## config.mk

```make
export PLATFORM = sky130hd
export DESIGN_NAME = stx_frame_parser_with_sum_check_flat
export DESIGN_NICKNAME = d
export VERILOG_FILES = /design/src/rtl/core/sfp_pkg.sv /design/src/rtl/core/sfp_rx_if.sv /design/src/rtl/core/sfp_res_if.sv /design/src/rtl/core/sfp_in_stage.sv /design/src/rtl/core/sfp_parser.sv /design/src/rtl/core/stx_frame_parser_with_sum_check.sv /design/src/flat_wrapper.sv
export SDC_FILE = /design/constraint.sdc
export NUM_CORES = 1
export LEC_CHECK = 0
export ABC_AREA = 1
export ABC_CLOCK_PERIOD_IN_PS = 4600
export BUFFER_PORTS_ARGS = -buffer_cell sky130_fd_sc_hd__buf_2
export CAP_MARGIN = 40
export CORE_MARGIN = 8
export CORE_UTILIZATION = 35
export DETAILED_ROUTE_END_ITERATION = 6
export SYNTH_ARGS = -nofsm -noshare
export SYNTH_HDL_FRONTEND = slang
export SYNTH_SLANG_ARGS = --single-unit
```

## constraint.sdc

```tcl
create_clock -name clk_i -period 4.6 [get_ports clk_i]
set_clock_uncertainty 0.05 [all_clocks]
set_input_delay 1.15 -clock clk_i [delete_from_list [all_inputs] [get_ports clk_i]]
set_output_delay 1.15 -clock clk_i [all_outputs]
set_load 0.01 [all_outputs]
```

## src/rtl/core/sfp_pkg.sv

```systemverilog
// shared widths, reset values and result word type of the frame parser
package sfp_pkg;

  localparam int unsigned ByteW = 8;

  localparam logic [ByteW-1:0] StartByteRst = 8'h02;

  typedef logic [ByteW-1:0] byte_t;

  typedef struct packed {
    byte_t payload_byte;
    byte_t byte_index;
    logic  frame_end;
    logic  sum_ok;
    byte_t packet_kind;
    byte_t link_status;
    byte_t payload_length;
  } res_t;

endpackage

```

## src/rtl/core/sfp_rx_if.sv

```systemverilog
// receive byte channel: valid, ready and one received byte
interface sfp_rx_if;
  import sfp_pkg::*;

  logic  valid;
  logic  ready;
  byte_t rx_byte;

  modport source (output valid, output rx_byte, input ready);
  modport sink (input valid, input rx_byte, output ready);
endinterface

```

## src/rtl/core/sfp_res_if.sv

```systemverilog
// result channel: valid, ready and the payload or frame-end word
interface sfp_res_if;
  import sfp_pkg::*;

  logic  valid;
  logic  ready;
  byte_t payload_byte;
  byte_t byte_index;
  logic  frame_end;
  logic  sum_ok;
  byte_t packet_kind;
  byte_t link_status;
  byte_t payload_length;

  modport source (
    output valid, output payload_byte, output byte_index, output frame_end,
    output sum_ok, output packet_kind, output link_status, output payload_length,
    input ready
  );
  modport sink (
    input valid, input payload_byte, input byte_index, input frame_end,
    input sum_ok, input packet_kind, input link_status, input payload_length,
    output ready
  );
endinterface

```

## src/rtl/core/sfp_in_stage.sv

```systemverilog
// input register stage holding one received byte
module sfp_in_stage
  import sfp_pkg::*;
(
  input  logic  clk_i,
  input  logic  rst_ni,
  input  logic  valid_i,
  output logic  ready_o,
  input  byte_t byte_i,
  output logic  valid_o,
  input  logic  take_i,
  output byte_t byte_o
);

  logic  valid_q, valid_d;
  byte_t byte_q, byte_d;

  assign ready_o = !valid_q || take_i;

  always_comb begin
    valid_d = valid_q;
    byte_d  = byte_q;
    if (ready_o) begin
      valid_d = valid_i;
      byte_d  = byte_i;
    end
  end

  always_ff @(posedge clk_i or negedge rst_ni) begin
    if (!rst_ni) begin
      valid_q <= 1'b0;
    end else begin
      valid_q <= valid_d;
    end
  end

  always_ff @(posedge clk_i) begin
    byte_q <= byte_d;
  end

  assign valid_o = valid_q;
  assign byte_o  = byte_q;

endmodule

```

## src/rtl/core/sfp_parser.sv

```systemverilog
// frame state machine, additive checksum and result register
module sfp_parser
  import sfp_pkg::*;
(
  input  logic  clk_i,
  input  logic  rst_ni,
  input  byte_t start_byte_i,
  input  logic  valid_i,
  input  byte_t byte_i,
  output logic  take_o,
  output logic  res_valid_o,
  input  logic  res_ready_i,
  output res_t  res_o
);

  typedef enum logic [2:0] {
    PhHunt,
    PhStatus,
    PhKind,
    PhLength,
    PhData,
    PhCheck,
    PhEnd
  } phase_e;

  phase_e phase_q, phase_d;
  byte_t  status_q, status_d;
  byte_t  kind_q, kind_d;
  byte_t  length_q, length_d;
  byte_t  taken_q, taken_d;
  byte_t  sum_q, sum_d;
  logic   res_valid_q, res_valid_d;
  res_t   res_q, res_d;
  logic   emit;
  res_t   emit_word;
  byte_t  taken_inc;

  assign take_o    = valid_i && (!res_valid_q || res_ready_i);
  assign taken_inc = taken_q + byte_t'(1);

  always_comb begin
    phase_d   = phase_q;
    status_d  = status_q;
    kind_d    = kind_q;
    length_d  = length_q;
    taken_d   = taken_q;
    sum_d     = sum_q;
    emit      = 1'b0;
    emit_word = '{
      payload_byte:   byte_i,
      byte_index:     taken_q,
      frame_end:      1'b0,
      sum_ok:         1'b0,
      packet_kind:    kind_q,
      link_status:    status_q,
      payload_length: length_q
    };
    unique case (phase_q)
      PhStatus: begin
        status_d = byte_i;
        sum_d    = sum_q + byte_i;
        phase_d  = PhKind;
      end
      PhKind: begin
        kind_d  = byte_i;
        sum_d   = sum_q + byte_i;
        phase_d = PhLength;
      end
      PhLength: begin
        length_d = byte_i;
        sum_d    = sum_q + byte_i;
        phase_d  = (byte_i == '0) ? PhCheck : PhData;
      end
      PhData: begin
        emit    = 1'b1;
        taken_d = taken_inc;
        sum_d   = sum_q + byte_i;
        if (taken_inc >= length_q) begin
          phase_d = PhCheck;
        end
      end
      PhCheck: begin
        emit                 = 1'b1;
        emit_word.byte_index = '0;
        emit_word.frame_end  = 1'b1;
        emit_word.sum_ok     = (byte_i == sum_q);
        phase_d              = PhEnd;
      end
      PhEnd: begin
        phase_d = PhHunt;
      end
      default: begin
        if (byte_i == start_byte_i) begin
          phase_d = PhStatus;
          taken_d = '0;
          sum_d   = '0;
        end else begin
          phase_d = PhHunt;
        end
      end
    endcase
  end

  always_comb begin
    res_valid_d = res_valid_q;
    res_d       = res_q;
    if (res_ready_i) begin
      res_valid_d = 1'b0;
    end
    if (take_o && emit) begin
      res_valid_d = 1'b1;
      res_d       = emit_word;
    end
  end

  always_ff @(posedge clk_i or negedge rst_ni) begin
    if (!rst_ni) begin
      phase_q     <= PhHunt;
      status_q    <= '0;
      kind_q      <= '0;
      length_q    <= '0;
      taken_q     <= '0;
      sum_q       <= '0;
      res_valid_q <= 1'b0;
    end else begin
      if (take_o) begin
        phase_q  <= phase_d;
        status_q <= status_d;
        kind_q   <= kind_d;
        length_q <= length_d;
        taken_q  <= taken_d;
        sum_q    <= sum_d;
      end
      res_valid_q <= res_valid_d;
    end
  end

  always_ff @(posedge clk_i) begin
    res_q <= res_d;
  end

  assign res_valid_o = res_valid_q;
  assign res_o       = res_q;

endmodule

```

## src/rtl/core/stx_frame_parser_with_sum_check.sv

```systemverilog
// Start-byte framed packet receiver with an 8-bit additive checksum. One
// received byte is taken per cycle, sustained, as long as the result side
// keeps taking words. A byte is registered on entry, then parsed into the
// state machine and the result register: a payload or frame-end word passes
// the input register, then the result register, and can stall between them.
// Header and end bytes give no word. The rate is set by the joint update of
// the frame state, the running sum and the output register; input ready
// follows the result register's ready through the input stage.
module stx_frame_parser_with_sum_check
  import sfp_pkg::*;
(
  input  logic       clk_i,
  input  logic       rst_ni,
  input  logic       cfg_we_i,
  input  byte_t      cfg_wdata_i,
  sfp_rx_if.sink     rx_i,
  sfp_res_if.source  res_o
);

  byte_t start_byte_q;
  logic  s1_valid;
  byte_t s1_byte;
  logic  s1_take;
  res_t  res_word;

  always_ff @(posedge clk_i or negedge rst_ni) begin
    if (!rst_ni) begin
      start_byte_q <= StartByteRst;
    end else if (cfg_we_i) begin
      start_byte_q <= cfg_wdata_i;
    end
  end

  sfp_in_stage u_in_stage (
    .clk_i   (clk_i),
    .rst_ni  (rst_ni),
    .valid_i (rx_i.valid),
    .ready_o (rx_i.ready),
    .byte_i  (rx_i.rx_byte),
    .valid_o (s1_valid),
    .take_i  (s1_take),
    .byte_o  (s1_byte)
  );

  sfp_parser u_parser (
    .clk_i        (clk_i),
    .rst_ni       (rst_ni),
    .start_byte_i (start_byte_q),
    .valid_i      (s1_valid),
    .byte_i       (s1_byte),
    .take_o       (s1_take),
    .res_valid_o  (res_o.valid),
    .res_ready_i  (res_o.ready),
    .res_o        (res_word)
  );

  assign res_o.payload_byte   = res_word.payload_byte;
  assign res_o.byte_index     = res_word.byte_index;
  assign res_o.frame_end      = res_word.frame_end;
  assign res_o.sum_ok         = res_word.sum_ok;
  assign res_o.packet_kind    = res_word.packet_kind;
  assign res_o.link_status    = res_word.link_status;
  assign res_o.payload_length = res_word.payload_length;

endmodule
```

## src/flat_wrapper.sv

```systemverilog
// flat-port wrapper written by rule: the top's interface ports become plain ports
module stx_frame_parser_with_sum_check_flat import sfp_pkg::*;
  (clk_i, rst_ni, cfg_we_i, cfg_wdata_i, rx_i_valid, rx_i_rx_byte, rx_i_ready, res_o_valid, res_o_payload_byte, res_o_byte_index, res_o_frame_end, res_o_sum_ok, res_o_packet_kind, res_o_link_status, res_o_payload_length, res_o_ready);
  sfp_rx_if rx_i_i ();
  sfp_res_if res_o_i ();
  input  logic clk_i;
  input  logic rst_ni;
  input  logic cfg_we_i;
  input  byte_t cfg_wdata_i;
  input wire logic [$bits(rx_i_i.valid)-1:0] rx_i_valid;
  input wire logic [$bits(rx_i_i.rx_byte)-1:0] rx_i_rx_byte;
  output wire logic [$bits(rx_i_i.ready)-1:0] rx_i_ready;
  output wire logic [$bits(res_o_i.valid)-1:0] res_o_valid;
  output wire logic [$bits(res_o_i.payload_byte)-1:0] res_o_payload_byte;
  output wire logic [$bits(res_o_i.byte_index)-1:0] res_o_byte_index;
  output wire logic [$bits(res_o_i.frame_end)-1:0] res_o_frame_end;
  output wire logic [$bits(res_o_i.sum_ok)-1:0] res_o_sum_ok;
  output wire logic [$bits(res_o_i.packet_kind)-1:0] res_o_packet_kind;
  output wire logic [$bits(res_o_i.link_status)-1:0] res_o_link_status;
  output wire logic [$bits(res_o_i.payload_length)-1:0] res_o_payload_length;
  input wire logic [$bits(res_o_i.ready)-1:0] res_o_ready;
  assign rx_i_i.valid = rx_i_valid;
  assign rx_i_i.rx_byte = rx_i_rx_byte;
  assign rx_i_ready = rx_i_i.ready;
  assign res_o_valid = res_o_i.valid;
  assign res_o_payload_byte = res_o_i.payload_byte;
  assign res_o_byte_index = res_o_i.byte_index;
  assign res_o_frame_end = res_o_i.frame_end;
  assign res_o_sum_ok = res_o_i.sum_ok;
  assign res_o_packet_kind = res_o_i.packet_kind;
  assign res_o_link_status = res_o_i.link_status;
  assign res_o_payload_length = res_o_i.payload_length;
  assign res_o_i.ready = res_o_ready;
  stx_frame_parser_with_sum_check u_core (.clk_i(clk_i), .rst_ni(rst_ni), .cfg_we_i(cfg_we_i), .cfg_wdata_i(cfg_wdata_i), .rx_i(rx_i_i), .res_o(res_o_i));
endmodule
```

==> summary.md, run 1 <==
| Metric | Value |
|---|---|
| Status | `completed` |
| Flop-to-flop setup slack | `2.40 ns` |
| Worst setup margin | `around 1.5 ns` |
| YS warnings | `0` |
| Worst vdd rail ir drop | `~0.00022 V` |
| Maximum fanout along the worst path | `10` |
| Hold crit path type | `register to register` |
| Area share of the largest cell type after synthesis | `0.324` |
| DR DRC count | `0` |
| Vias | `3326` |
| Number of max-slew violations in the final report | `0` |
| Cell Count Post-Placement | `just over 700` |
| Final WL | `about 9500 µm` |
| PortBufs | `64` |
| Comb pwr share | `0.285` |
| Fin area | `0.00551 mm²` |
| Total Nets Final | `a little under 600` |
| Part of the power in registers | `0.445` |
| Hold endpoint | `u_core.u_parser.res_o[13]` |
| Post-Synth XOR/XNOR Area | `0.00946` |
| Gr ovfl total | `0` |
| Main combinational cell family by area after synthesis | `simple AND/OR/NAND/NOR gates` |
| Commonest non-fill, non-tap cells in the layout | `nand2_1, buf_2, inv_1` |
| CP endpoint kind | `output pin` |
| WP buf/inv | `3` |
| Int Pwr | `~0.0020 W` |
| Setup_tns | `0 ns` |
| Non-Filler Instances | `722` |
| Slowest cell on crit path | `nand3_1` |
| Hold path start | `u_core.u_parser.status_q[5]` |
| WHS Path Cells | `0` |
| Fmax | `about 320 MHz` |
| Area delta synth->final | `19.0%` |
| Starting Density | `0.354` |
| Share of cells above drive strength 1 | `0.198` |
| Worst endpoint required time | `approximately 3.4 ns` |
| Cts hold-fix bufs | `0` |
| Root Driver | `clkbuf_16` |
| Core area | `around 0.013 mm²` |
| Kind of cell adding the most delay to the critical path | `buffers and inverters` |
| Worst-Margin Slew | `0.708 ns` |
| Largest net degree at the start of global routing | `34` |
| Area of the multi-input gates | `~0.0015 mm²` |
| Synthesized instance count | `471` |
| Mux contribution to synthesized area | `0.00730` |
| Cell taking the most area after synthesis | `edfxtp_1` |
| Crit path DAT | `1.90 ns` |
| Count of cell types in the netlist | `32` |
| Full die area | `approximately 0.017 mm²` |
| Routed Antenna Nets | `0` |
| DP HPWL | `just over 7000 µm` |
| Sinks on Clock Net | `roughly 100` |
| Final hold violations | `0` |
| Clock power frac | `0.270` |
| Max incr delay on CP | `around 0.32 ns` |
| Row cnt | `42` |
| Synth Register Bits | `approximately 100` |
| GPL Wtd Cong | `roughly 0.87` |
| Compound-Gate Fraction of Synth Area | `0.0567` |
| Die span in y | `131 µm` |
| Diodes inserted | `0` |
| First-pass GRT wire length | `between 15000 and 20000 µm` |
| I/O pins | `65` |
| Most common cell after layout, fill and taps aside | `nand2_1` |
| Max-cap viol count | `0` |
| Final period utilization | `0.674` |
| Layout fillers | `roughly 1300` |
| DP Area | `around 0.0052 mm²` |
| Longest Clk Path Bufs | `2` |
| Mapped cell area | `between 0.004 and 0.005 mm²` |
| Leakage | `2.73 nW` |
| Critical Path Start Type | `input port` |
| DR WL/cell | `around 13 µm` |
| Power Dens Cells | `between 500 and 600 mW/mm²` |
| CTS tree | `built` |
| R2R Path End | `u_core.u_parser.phase_q[0]` |
| Adder-cell area share of the yosys netlist | `0.0476` |
| Sequential fraction of the synthesis area | `0.611` |
| Clk_lat worst skew | `0.35 ns` |
| Vias in the first global route | `about 3300` |
| WS Path Type | `input port to output pin` |
| Switching power of the nets | `a little over 0.001 W` |
| Die width | `131 µm` |
| Setup violators final | `0` |
| Slew HR | `0.528` |
| Detailed router's first-iteration violation count | `205` |
| Vias per Instance | `~4.6` |
| Pre-CTS setup slack | `around 1.5 ns` |
| Htree depth | `3` |
| Synth Net Count | `approximately 510` |
| Drt pass-1 iters | `5` |
| Fin util | `0.421` |
| Total GRT Usage | `0.120` |
| CP dominant cell by count | `buf_2` |
| CTS-repair resized insts | `0` |
| Worst-path cell chain | `buf_2 -> inv_1 -> nand3_1 -> buf_2` |
| Reg area | `between 0.002 and 0.003 mm²` |
| Top post-synthesis cells by area | `edfxtp_1, dfrtp_1, nand2_1` |
| Simple-gate share of the synthesized area | `0.209` |
| Worst R2R Path Depth | `16` |
| Sw frac | `0.337` |
| Crit path time final | `slightly above 3 ns` |
| Clk slew on worst S/H paths | `~0.07 ns` |
| Reg2reg start | `u_core.u_parser.taken_q[0]` |
| Postcts setup bufs | `0` |
| RSZ-0062 raised after global routing | `no` |
| Clock buffer count from CTS | `9` |
| Initial antenna violation count | `0` |
| Syn Area/Cell | `between 9 and 10 µm²` |
[synth_stat cells]
library cell	count
nand2_4	1
nor2_1	23
dfrtp_1	52
o21ai_0	21
o21ai_1	2
xor2_1	1
nand3_2	2
or2_1	1
nand3_1	31
fa_1	1
nand2_1	153
or2_2	2
mux2_2	3
xnor2_1	4
nor3_1	5
inv_2	5
a21boi_0	1
clkbuf_1	2
nand4_1	4
dfstp_2	1
nor3_4	1
buf_2	3
inv_1	58
edfxtp_1	50
ha_1	16
clkbuf_2	1
a21o_1	2
a21oi_1	11
nand3b_1	2
o21ai_2	8
buf_6	1
nand2_2	3
[cells by family (layout without fill, tap and decap cells)]
logic type	after synthesis	in the layout
buf+inv	70	145
flops	103	103
mux	3	3
xor+xnor	5	5
fa+ha+maj	17	17
simple gates	228	228
compound gates	45	45
[flip-flops by register name, summed over array words and instances (netlist names)]
register,count
u_core.start_byte_q,8
u_core.u_in_stage.byte_o,8
u_core.u_in_stage.valid_o,1
u_core.u_parser.kind_q,8
u_core.u_parser.length_q,8
u_core.u_parser.phase_q,3
u_core.u_parser.res_o,42
u_core.u_parser.res_valid_o,1
u_core.u_parser.status_q,8
u_core.u_parser.sum_q,8
u_core.u_parser.taken_q,8
[layer usage]
metal	global-route usage	vias to the layer above	share of wire
met3	0.0280	15	0.062
met5	0	-	0
met2	0.196	88	0.47
met4	0.0466	0	0.018
met1	0.152	1552	0.45
li1	-	1671	-
[metrics by stage]
step / hold slack [ns] / power, W
after floorplan: 0.375 / 0.00200
after global placement: 0.388 / 0.00220
after detailed placement: 0.382 / 0.00224
after CTS: 0.399 / 0.00308
after global routing: 0.415 / 0.00328
final: 0.398 / 0.00304
[how the worst max path moves through the flow]
stage / slack [ns] / from / cells past startpoint / to
4_1_cts: 1.47 / res_o_ready / 4 / rx_i_ready
3_5_place_dp: 1.47 / res_o_ready / 4 / rx_i_ready
3_3_place_gp: 1.51 / res_o_ready / 4 / rx_i_ready
2_1_floorplan: 0.98 / res_o_ready / 4 / u_core.u_parser.res_o[0]
5_1_grt: 1.39 / res_o_ready / 4 / rx_i_ready
6_report: 1.50 / res_o_ready / 4 / rx_i_ready
[power by group through the flow]
stage	Combinational, W	Clock [W]	Sequential (W)
5_1_grt	0.00101	0.000884	0.00138
6_report	0.000867	0.000823	0.00135
3_3_place_gp	0.000830	0	0.00137
4_1_cts	0.000876	0.000846	0.00136
3_5_place_dp	0.000866	0	0.00137
2_1_floorplan	0.000654	0	0.00134
[cell type report]
| cell class | instances | area share |
|---|---|---|
| sequential | 103 | 0.513 |
| tap | 176 | 0.0400 |
| timing repair buffer | 66 | 0.0645 |
| clock buffer | 12 | 0.0506 |
| multi-input combinational | 298 | 0.278 |
| clock inverter | 4 | 0.0102 |
| inverter | 63 | 0.0429 |
(Power assumes the default switching activity.)
==> inputs of run 2 (changes only) <==
- ABC_CLOCK_PERIOD_IN_PS: 4600 -> 2960
- clock period: 4.6 -> 2.96 ns (I/O delays scaled with it)
==> run 2 against run 1 <==
  * Total power rose by 51%
  * Flip-flop and latch count unchanged
  * Sequential share of layout area grew 0.53 points
  * Clock-buffer cell count is 3 lower
  * Largest power group unchanged
  * Clock power is 39% higher
  * Die area unchanged
  * Worst hold slack better by 0.0033 ns
==> summary.md, run 2 (same netlist as run 1, synthesis figures left out) <==
| Metric | Value |
|---|---|
| Status | `completed` |
| Int Pwr | `0.00295 W` |
| Clk slew on worst S/H paths | `about 0.07 ns` |
| Routed Antenna Nets | `0` |
| Most common cell after layout, fill and taps aside | `nand2_1` |
| Max-cap viol count | `0` |
| Worst endpoint required time | `~2.2 ns` |
| Initial antenna violation count | `0` |
| PortBufs | `between 60 and 70` |
| Full die area | `roughly 0.017 mm²` |
| Worst-Margin Slew | `around 0.7 ns` |
| Die width | `roughly 130 µm` |
| Worst R2R Path Depth | `16` |
| CP Launch Point | `res_o_ready` |
| Die span in y | `between 100 and 150 µm` |
| Max incr delay on CP | `0.31 ns` |
| First-pass GRT wire length | `15800 µm` |
| Gr ovfl total | `0` |
| GPL Wtd Cong | `approximately 0.85` |
| Htree depth | `3` |
| Total Nets Final | `580` |
| Vias per Instance | `around 4.6` |
| Core area | `roughly 0.013 mm²` |
| Final period utilization | `0.768` |
| Detailed router's first-iteration violation count | `about 200` |
| Root Driver | `clkbuf_16` |
| Leakage | `roughly 2.7 nW` |
| Hold path start | `u_core.u_parser.status_q[6]` |
| Reg2reg start | `u_core.u_parser.taken_q[0]` |
| Sinks on Clock Net | `a little over 100` |
| Slew HR | `0.537` |
| Largest net degree at the start of global routing | `54` |
| Fin area | `approximately 0.0055 mm²` |
| Worst-path cell chain | `buf_2 -> inv_1 -> nand3_1 -> buf_2` |
| Commonest non-fill, non-tap cells in the layout | `nand2_1, buf_2, inv_1` |
| Share of cells above drive strength 1 | `0.201` |
| Starting Density | `0.354` |
| WS Path Type | `input port to output pin` |
| Worst vdd rail ir drop | `0.000352 V` |
| Setup violators final | `0` |
| Final hold violations | `0` |
| Slowest cell on crit path | `nand3_1` |
| Vias | `~3300` |
| Crit path DAT | `1.48 ns` |
| CP dominant cell by count | `buf_2` |
| Row cnt | `between 40 and 50` |
| Number of max-slew violations in the final report | `0` |
| Postcts setup bufs | `0` |
| Fmax | `440 MHz` |
| Switching power of the nets | `~0.0016 W` |
| Clk_lat worst skew | `between 0.3 and 0.4 ns` |
| RSZ-0062 raised after global routing | `no` |
| Comb pwr share | `0.292` |
| Clock power frac | `0.249` |
| DP HPWL | `7030 µm` |
| CTS tree | `built` |
| I/O pins | `65` |
| DR WL/cell | `between 10 and 15 µm` |
| Hold crit path type | `register to register` |
| Maximum fanout along the worst path | `10` |
| Non-Filler Instances | `723` |
| Part of the power in registers | `0.459` |
| Area delta synth->final | `17.8%` |
| Drt pass-1 iters | `4` |
| Sw frac | `0.357` |
| Cell Count Post-Placement | `roughly 710` |
| Diodes inserted | `0` |
| DR DRC count | `0` |
| Vias in the first global route | `3315` |
| Critical Path Start Type | `input port` |
| Total GRT Usage | `0.121` |
| Longest Clk Path Bufs | `2` |
| Min Hold Slack | `about 0.4 ns` |
| WHS Path Cells | `0` |
| CTS-repair resized insts | `0` |
| Crit path time final | `2.27 ns` |
| DP Area | `roughly 0.0052 mm²` |
| Final WL | `about 9600 µm` |
| CP endpoint kind | `output pin` |
| Power Dens Cells | `843 mW/mm²` |
| Setup_tns | `0 ns` |
| Clock buffer count from CTS | `9` |
| Cts hold-fix bufs | `0` |
| Max reg flops | `between 40 and 50` |
==> run 2: layer usage <==
layer / part of all wire / up-vias / track usage
met5: 0 / - / 0
met4: 0.021 / 0 / 0.0587
met3: 0.060 / 17 / 0.0276
met2: 0.46 / 90 / 0.195
met1: 0.46 / 1524 / 0.150
li1: - / 1668 / -
==> run 2: layout make-up <==
cell class | count | area, µm²
Inverter | 63 | 236
Timing Repair Buffer | 67 | 343
Tap cell | 176 | 220
Clock inverter | 7 | 66.3
Multi-Input combinational cell | 298 | 1530
Clock buffer | 9 | 225
Fill cell | 1262 | 7630
Sequential cell | 103 | 2830
==> run 2: path summary, 6_finish.rpt <==
path	to	slack [ns]
min reg2reg	u_core.u_parser.res_o[14]	0.40
max	rx_i_ready	0.69
min in group asynchronous	u_core.u_in_stage.valid_o	0.44
max in group asynchronous	u_core.u_parser.taken_q[0]	1.93
min	u_core.u_parser.res_o[14]	0.40
max reg2reg	u_core.u_parser.phase_q[1]	0.79
==> run 2: worst max-delay path, delay by kind of cell <==
| kind | cells | cell delay, ns |
|---|---|---|
| buffers and inverters | 3 | 0.43 |
| AND/OR/NAND/NOR | 1 | 0.31 |
==> run 2: power by group through the flow <==
stage	clock network, W	registers (W)	logic, W
2_1_floorplan	0	0.00209	0.00102
3_3_place_gp	0	0.00213	0.00131
3_5_place_dp	0	0.00214	0.00136
4_1_cts	0.00119	0.00211	0.00136
5_1_grt	0.00124	0.00215	0.00157
6_report	0.00114	0.00211	0.00134
==> run 2: stage by stage <==
stage / setup slack [ns] / util / power, W
after detailed placement: 0.658 / 0.395 / 0.00350
after global routing: 0.461 / 0.417 / 0.00496
after global placement: 0.682 / 0.395 / 0.00344
after floorplan: 0.449 / - / 0.00310
after CTS: 0.656 / 0.417 / 0.00466
final: 0.687 / 0.417 / 0.00460
==> inputs of run 3 (changes only) <==
- ABC_CLOCK_PERIOD_IN_PS: 2960 -> 2200
- clock period: 2.96 -> 2.2 ns (I/O delays scaled with it)
==> run 3 against run 2 <==
  * Utilization grew 1.1 points
  * First-iteration DRC count grew 2.5%
  * Final area grew 2.8%
  * Register-to-register slack lost 0.58 ns
  * Flip-flop and latch count is the same
  * Non-clock buffer count grew 13
  * Sequential share of layout area shrank 1.4 points
  * Wire length grew 1.1%
  * Critical path depth grew 12
  * Worst setup slack lost 0.47 ns
  * Critical path type is now register to register
  * Highest routed layer unchanged
==> summary.md, run 3 (same netlist as run 1, synthesis figures left out) <==
| Metric | Value |
|---|---|
| Diodes inserted | `0` |
| Htree depth | `3` |
| Crit path DAT | `about 2.2 ns` |
| First-pass GRT wire length | `16000 µm` |
| Full die area | `about 0.017 mm²` |
| Final hold violations | `0` |
| PortBufs | `64` |
| Root Driver | `clkbuf_16` |
| Switching power of the nets | `between 0.002 and 0.0025 W` |
| Hold crit path type | `input port to asynchronous set/reset pin` |
| WS Path Type | `register to register` |
| Power Dens Cells | `approximately 1100 mW/mm²` |
| Clk slew on worst S/H paths | `0.07 ns` |
| Share of cells above drive strength 1 | `0.239` |
| Clk_lat worst skew | `around 0.35 ns` |
| DR WL/cell | `13.2 µm` |
| Commonest non-fill, non-tap cells in the layout | `nand2_1, buf_2, inv_1` |
| Longest Clk Path Bufs | `2` |
| I/O pins | `65` |
| Leakage | `roughly 2.8 nW` |
| Worst vdd rail ir drop | `around 0.0005 V` |
| Final period utilization | `0.903` |
| Sinks on Clock Net | `slightly above 100` |
| Layout fillers | `approximately 1300` |
| Power consumption | `0.00622 W` |
| Drt pass-1 iters | `4` |
| Die span in y | `between 100 and 150 µm` |
| CTS tree | `built` |
| Total Nets Final | `approximately 590` |
| Routed Antenna Nets | `0` |
| Number of max-slew violations in the final report | `0` |
| Fmax | `between 500 and 600 MHz` |
| Initial antenna violation count | `0` |
| Crit path time final | `about 2.0 ns` |
| Total GRT Usage | `0.123` |
| Max incr delay on CP | `between 0.3 and 0.4 ns` |
| Vias in the first global route | `around 3300` |
| Maximum fanout along the worst path | `3` |
| Detailed router's first-iteration violation count | `203` |
| Vias | `3323` |
| Worst endpoint required time | `between 2 and 2.5 ns` |
| Critical Path Start Type | `register` |
| Max reg flops | `between 40 and 50` |
| GPL Wtd Cong | `0.818` |
| Slew HR | `0.545` |
| Status | `completed` |
| Row cnt | `42` |
| Starting Density | `0.354` |
| RSZ-0062 raised after global routing | `no` |
| Int Pwr | `0.00401 W` |
| Vias per Instance | `between 4 and 5` |
| Reg area | `0.00283 mm²` |
| Flop-to-flop setup slack | `0.21 ns` |
| Area of the multi-input gates | `around 0.0016 mm²` |
| Slowest cell on crit path | `dfrtp_1` |
| Setup_tns | `0 ns` |
| CP dominant cell by count | `nand2_1` |
| Gr ovfl total | `0` |
| CP endpoint kind | `register` |
| Die width | `approximately 130 µm` |
| Comb pwr share | `0.307` |
| Sw frac | `0.356` |
| Part of the power in registers | `0.456` |
| DR DRC count | `0` |
| Max-cap viol count | `0` |
| Area delta synth->final | `21.0%` |
| Core area | `roughly 0.013 mm²` |
| Worst-path cell chain | `ha_2 -> nand2_2 -> nor2_4 -> nand2_1 -> nand2_1 -> nand2_1 -> ha_1 -> nand2_1 -> inv_1 -> nand2_1 -> nand2_2 -> nor2_4 -> nand2_2 -> nand2_2 -> nand2_1 -> nand2_1` |
| DP HPWL | `around 7000 µm` |
| Setup violators final | `0` |
| Worst-Margin Slew | `0.683 ns` |
| Most common cell after layout, fill and taps aside | `nand2_1` |
| Clock buffer count from CTS | `9` |
| Clock power frac | `0.237` |
| Largest net degree at the start of global routing | `between 50 and 60` |
| Final WL | `~10000 µm` |
run 3: cell types whose count changed in the layout (fill, tap and decap cells not counted), sizes merged:
cell / change
buf: +13
inv: -3
clkinv: +2
clkinvlp: +1
run 3: power by group through the flow:
stage	clock network (W)	registers, W	logic, W
after floorplan	0	0.00281	0.00137
after global placement	0	0.00287	0.00181
after detailed placement	0	0.00288	0.00186
after CTS	0.00152	0.00284	0.00187
after global routing	0.00160	0.00289	0.00222
final	0.00147	0.00284	0.00191
run 3: stage by stage:
| step | instances | cell area (µm²) | util | hold slack [ns] | setup slack (ns) |
|---|---|---|---|---|---|
| detailed placement | 713 | 5230 | 0.400 | 0.381 | 0.0460 |
| floorplan | 471 | 4640 | - | 0.204 | 0.283 |
| global placement | 713 | 5230 | 0.400 | 0.386 | 0.168 |
| global route | 736 | 5600 | 0.428 | 0.148 | 0.00655 |
| CTS | 729 | 5510 | 0.421 | 0.131 | 0.0272 |
| finish | 736 | 5600 | 0.428 | 0.109 | 0.214 |
run 3: per-layer routing:
| layer | GRT usage | share of wire |
|---|---|---|
| met1 | 0.150 | 0.46 |
| met2 | 0.195 | 0.46 |
| met3 | 0.0337 | 0.059 |
| met4 | 0.0648 | 0.026 |
| met5 | 0 | 0 |
run 3: final timing paths:
kind,depth (start not counted),end,startpoint
max,16,u_core.u_parser.phase_q[2],u_core.u_parser.taken_q[1]
min,2,u_core.u_parser.res_valid_o,rst_ni
max reg2reg,16,u_core.u_parser.phase_q[2],u_core.u_parser.taken_q[1]
min reg2reg,0,u_core.u_parser.res_o[23],u_core.u_parser.kind_q[7]
max in group asynchronous,2,u_core.start_byte_q[1],rst_ni
min in group clk_i,1,u_core.u_in_stage.byte_o[3],rx_i_rx_byte[3]
run 3: what timing repair did:
item,CTS,global route
hold buffers,0,0
buffers inserted,0,7
setup endpoints to repair,0,3
resized for setup,0,14
run 3: worst max-delay path, delay by kind of cell (launching register included):
kind                     cells  cell delay (ns)
AND/OR/NAND/NOR             13             0.98
flip-flops                   1             0.39
adder cells (fa/ha/maj)      2             0.47
buffers and inverters        1             0.04
run 3: layout make-up:
class | instances | share of cell area
sequential | 103 | 0.505
clock buffer | 9 | 0.0402
inverter | 63 | 0.0422
tap | 176 | 0.0393
multi-input combinational | 298 | 0.282
timing repair buffer | 80 | 0.0831
clock inverter | 7 | 0.00848
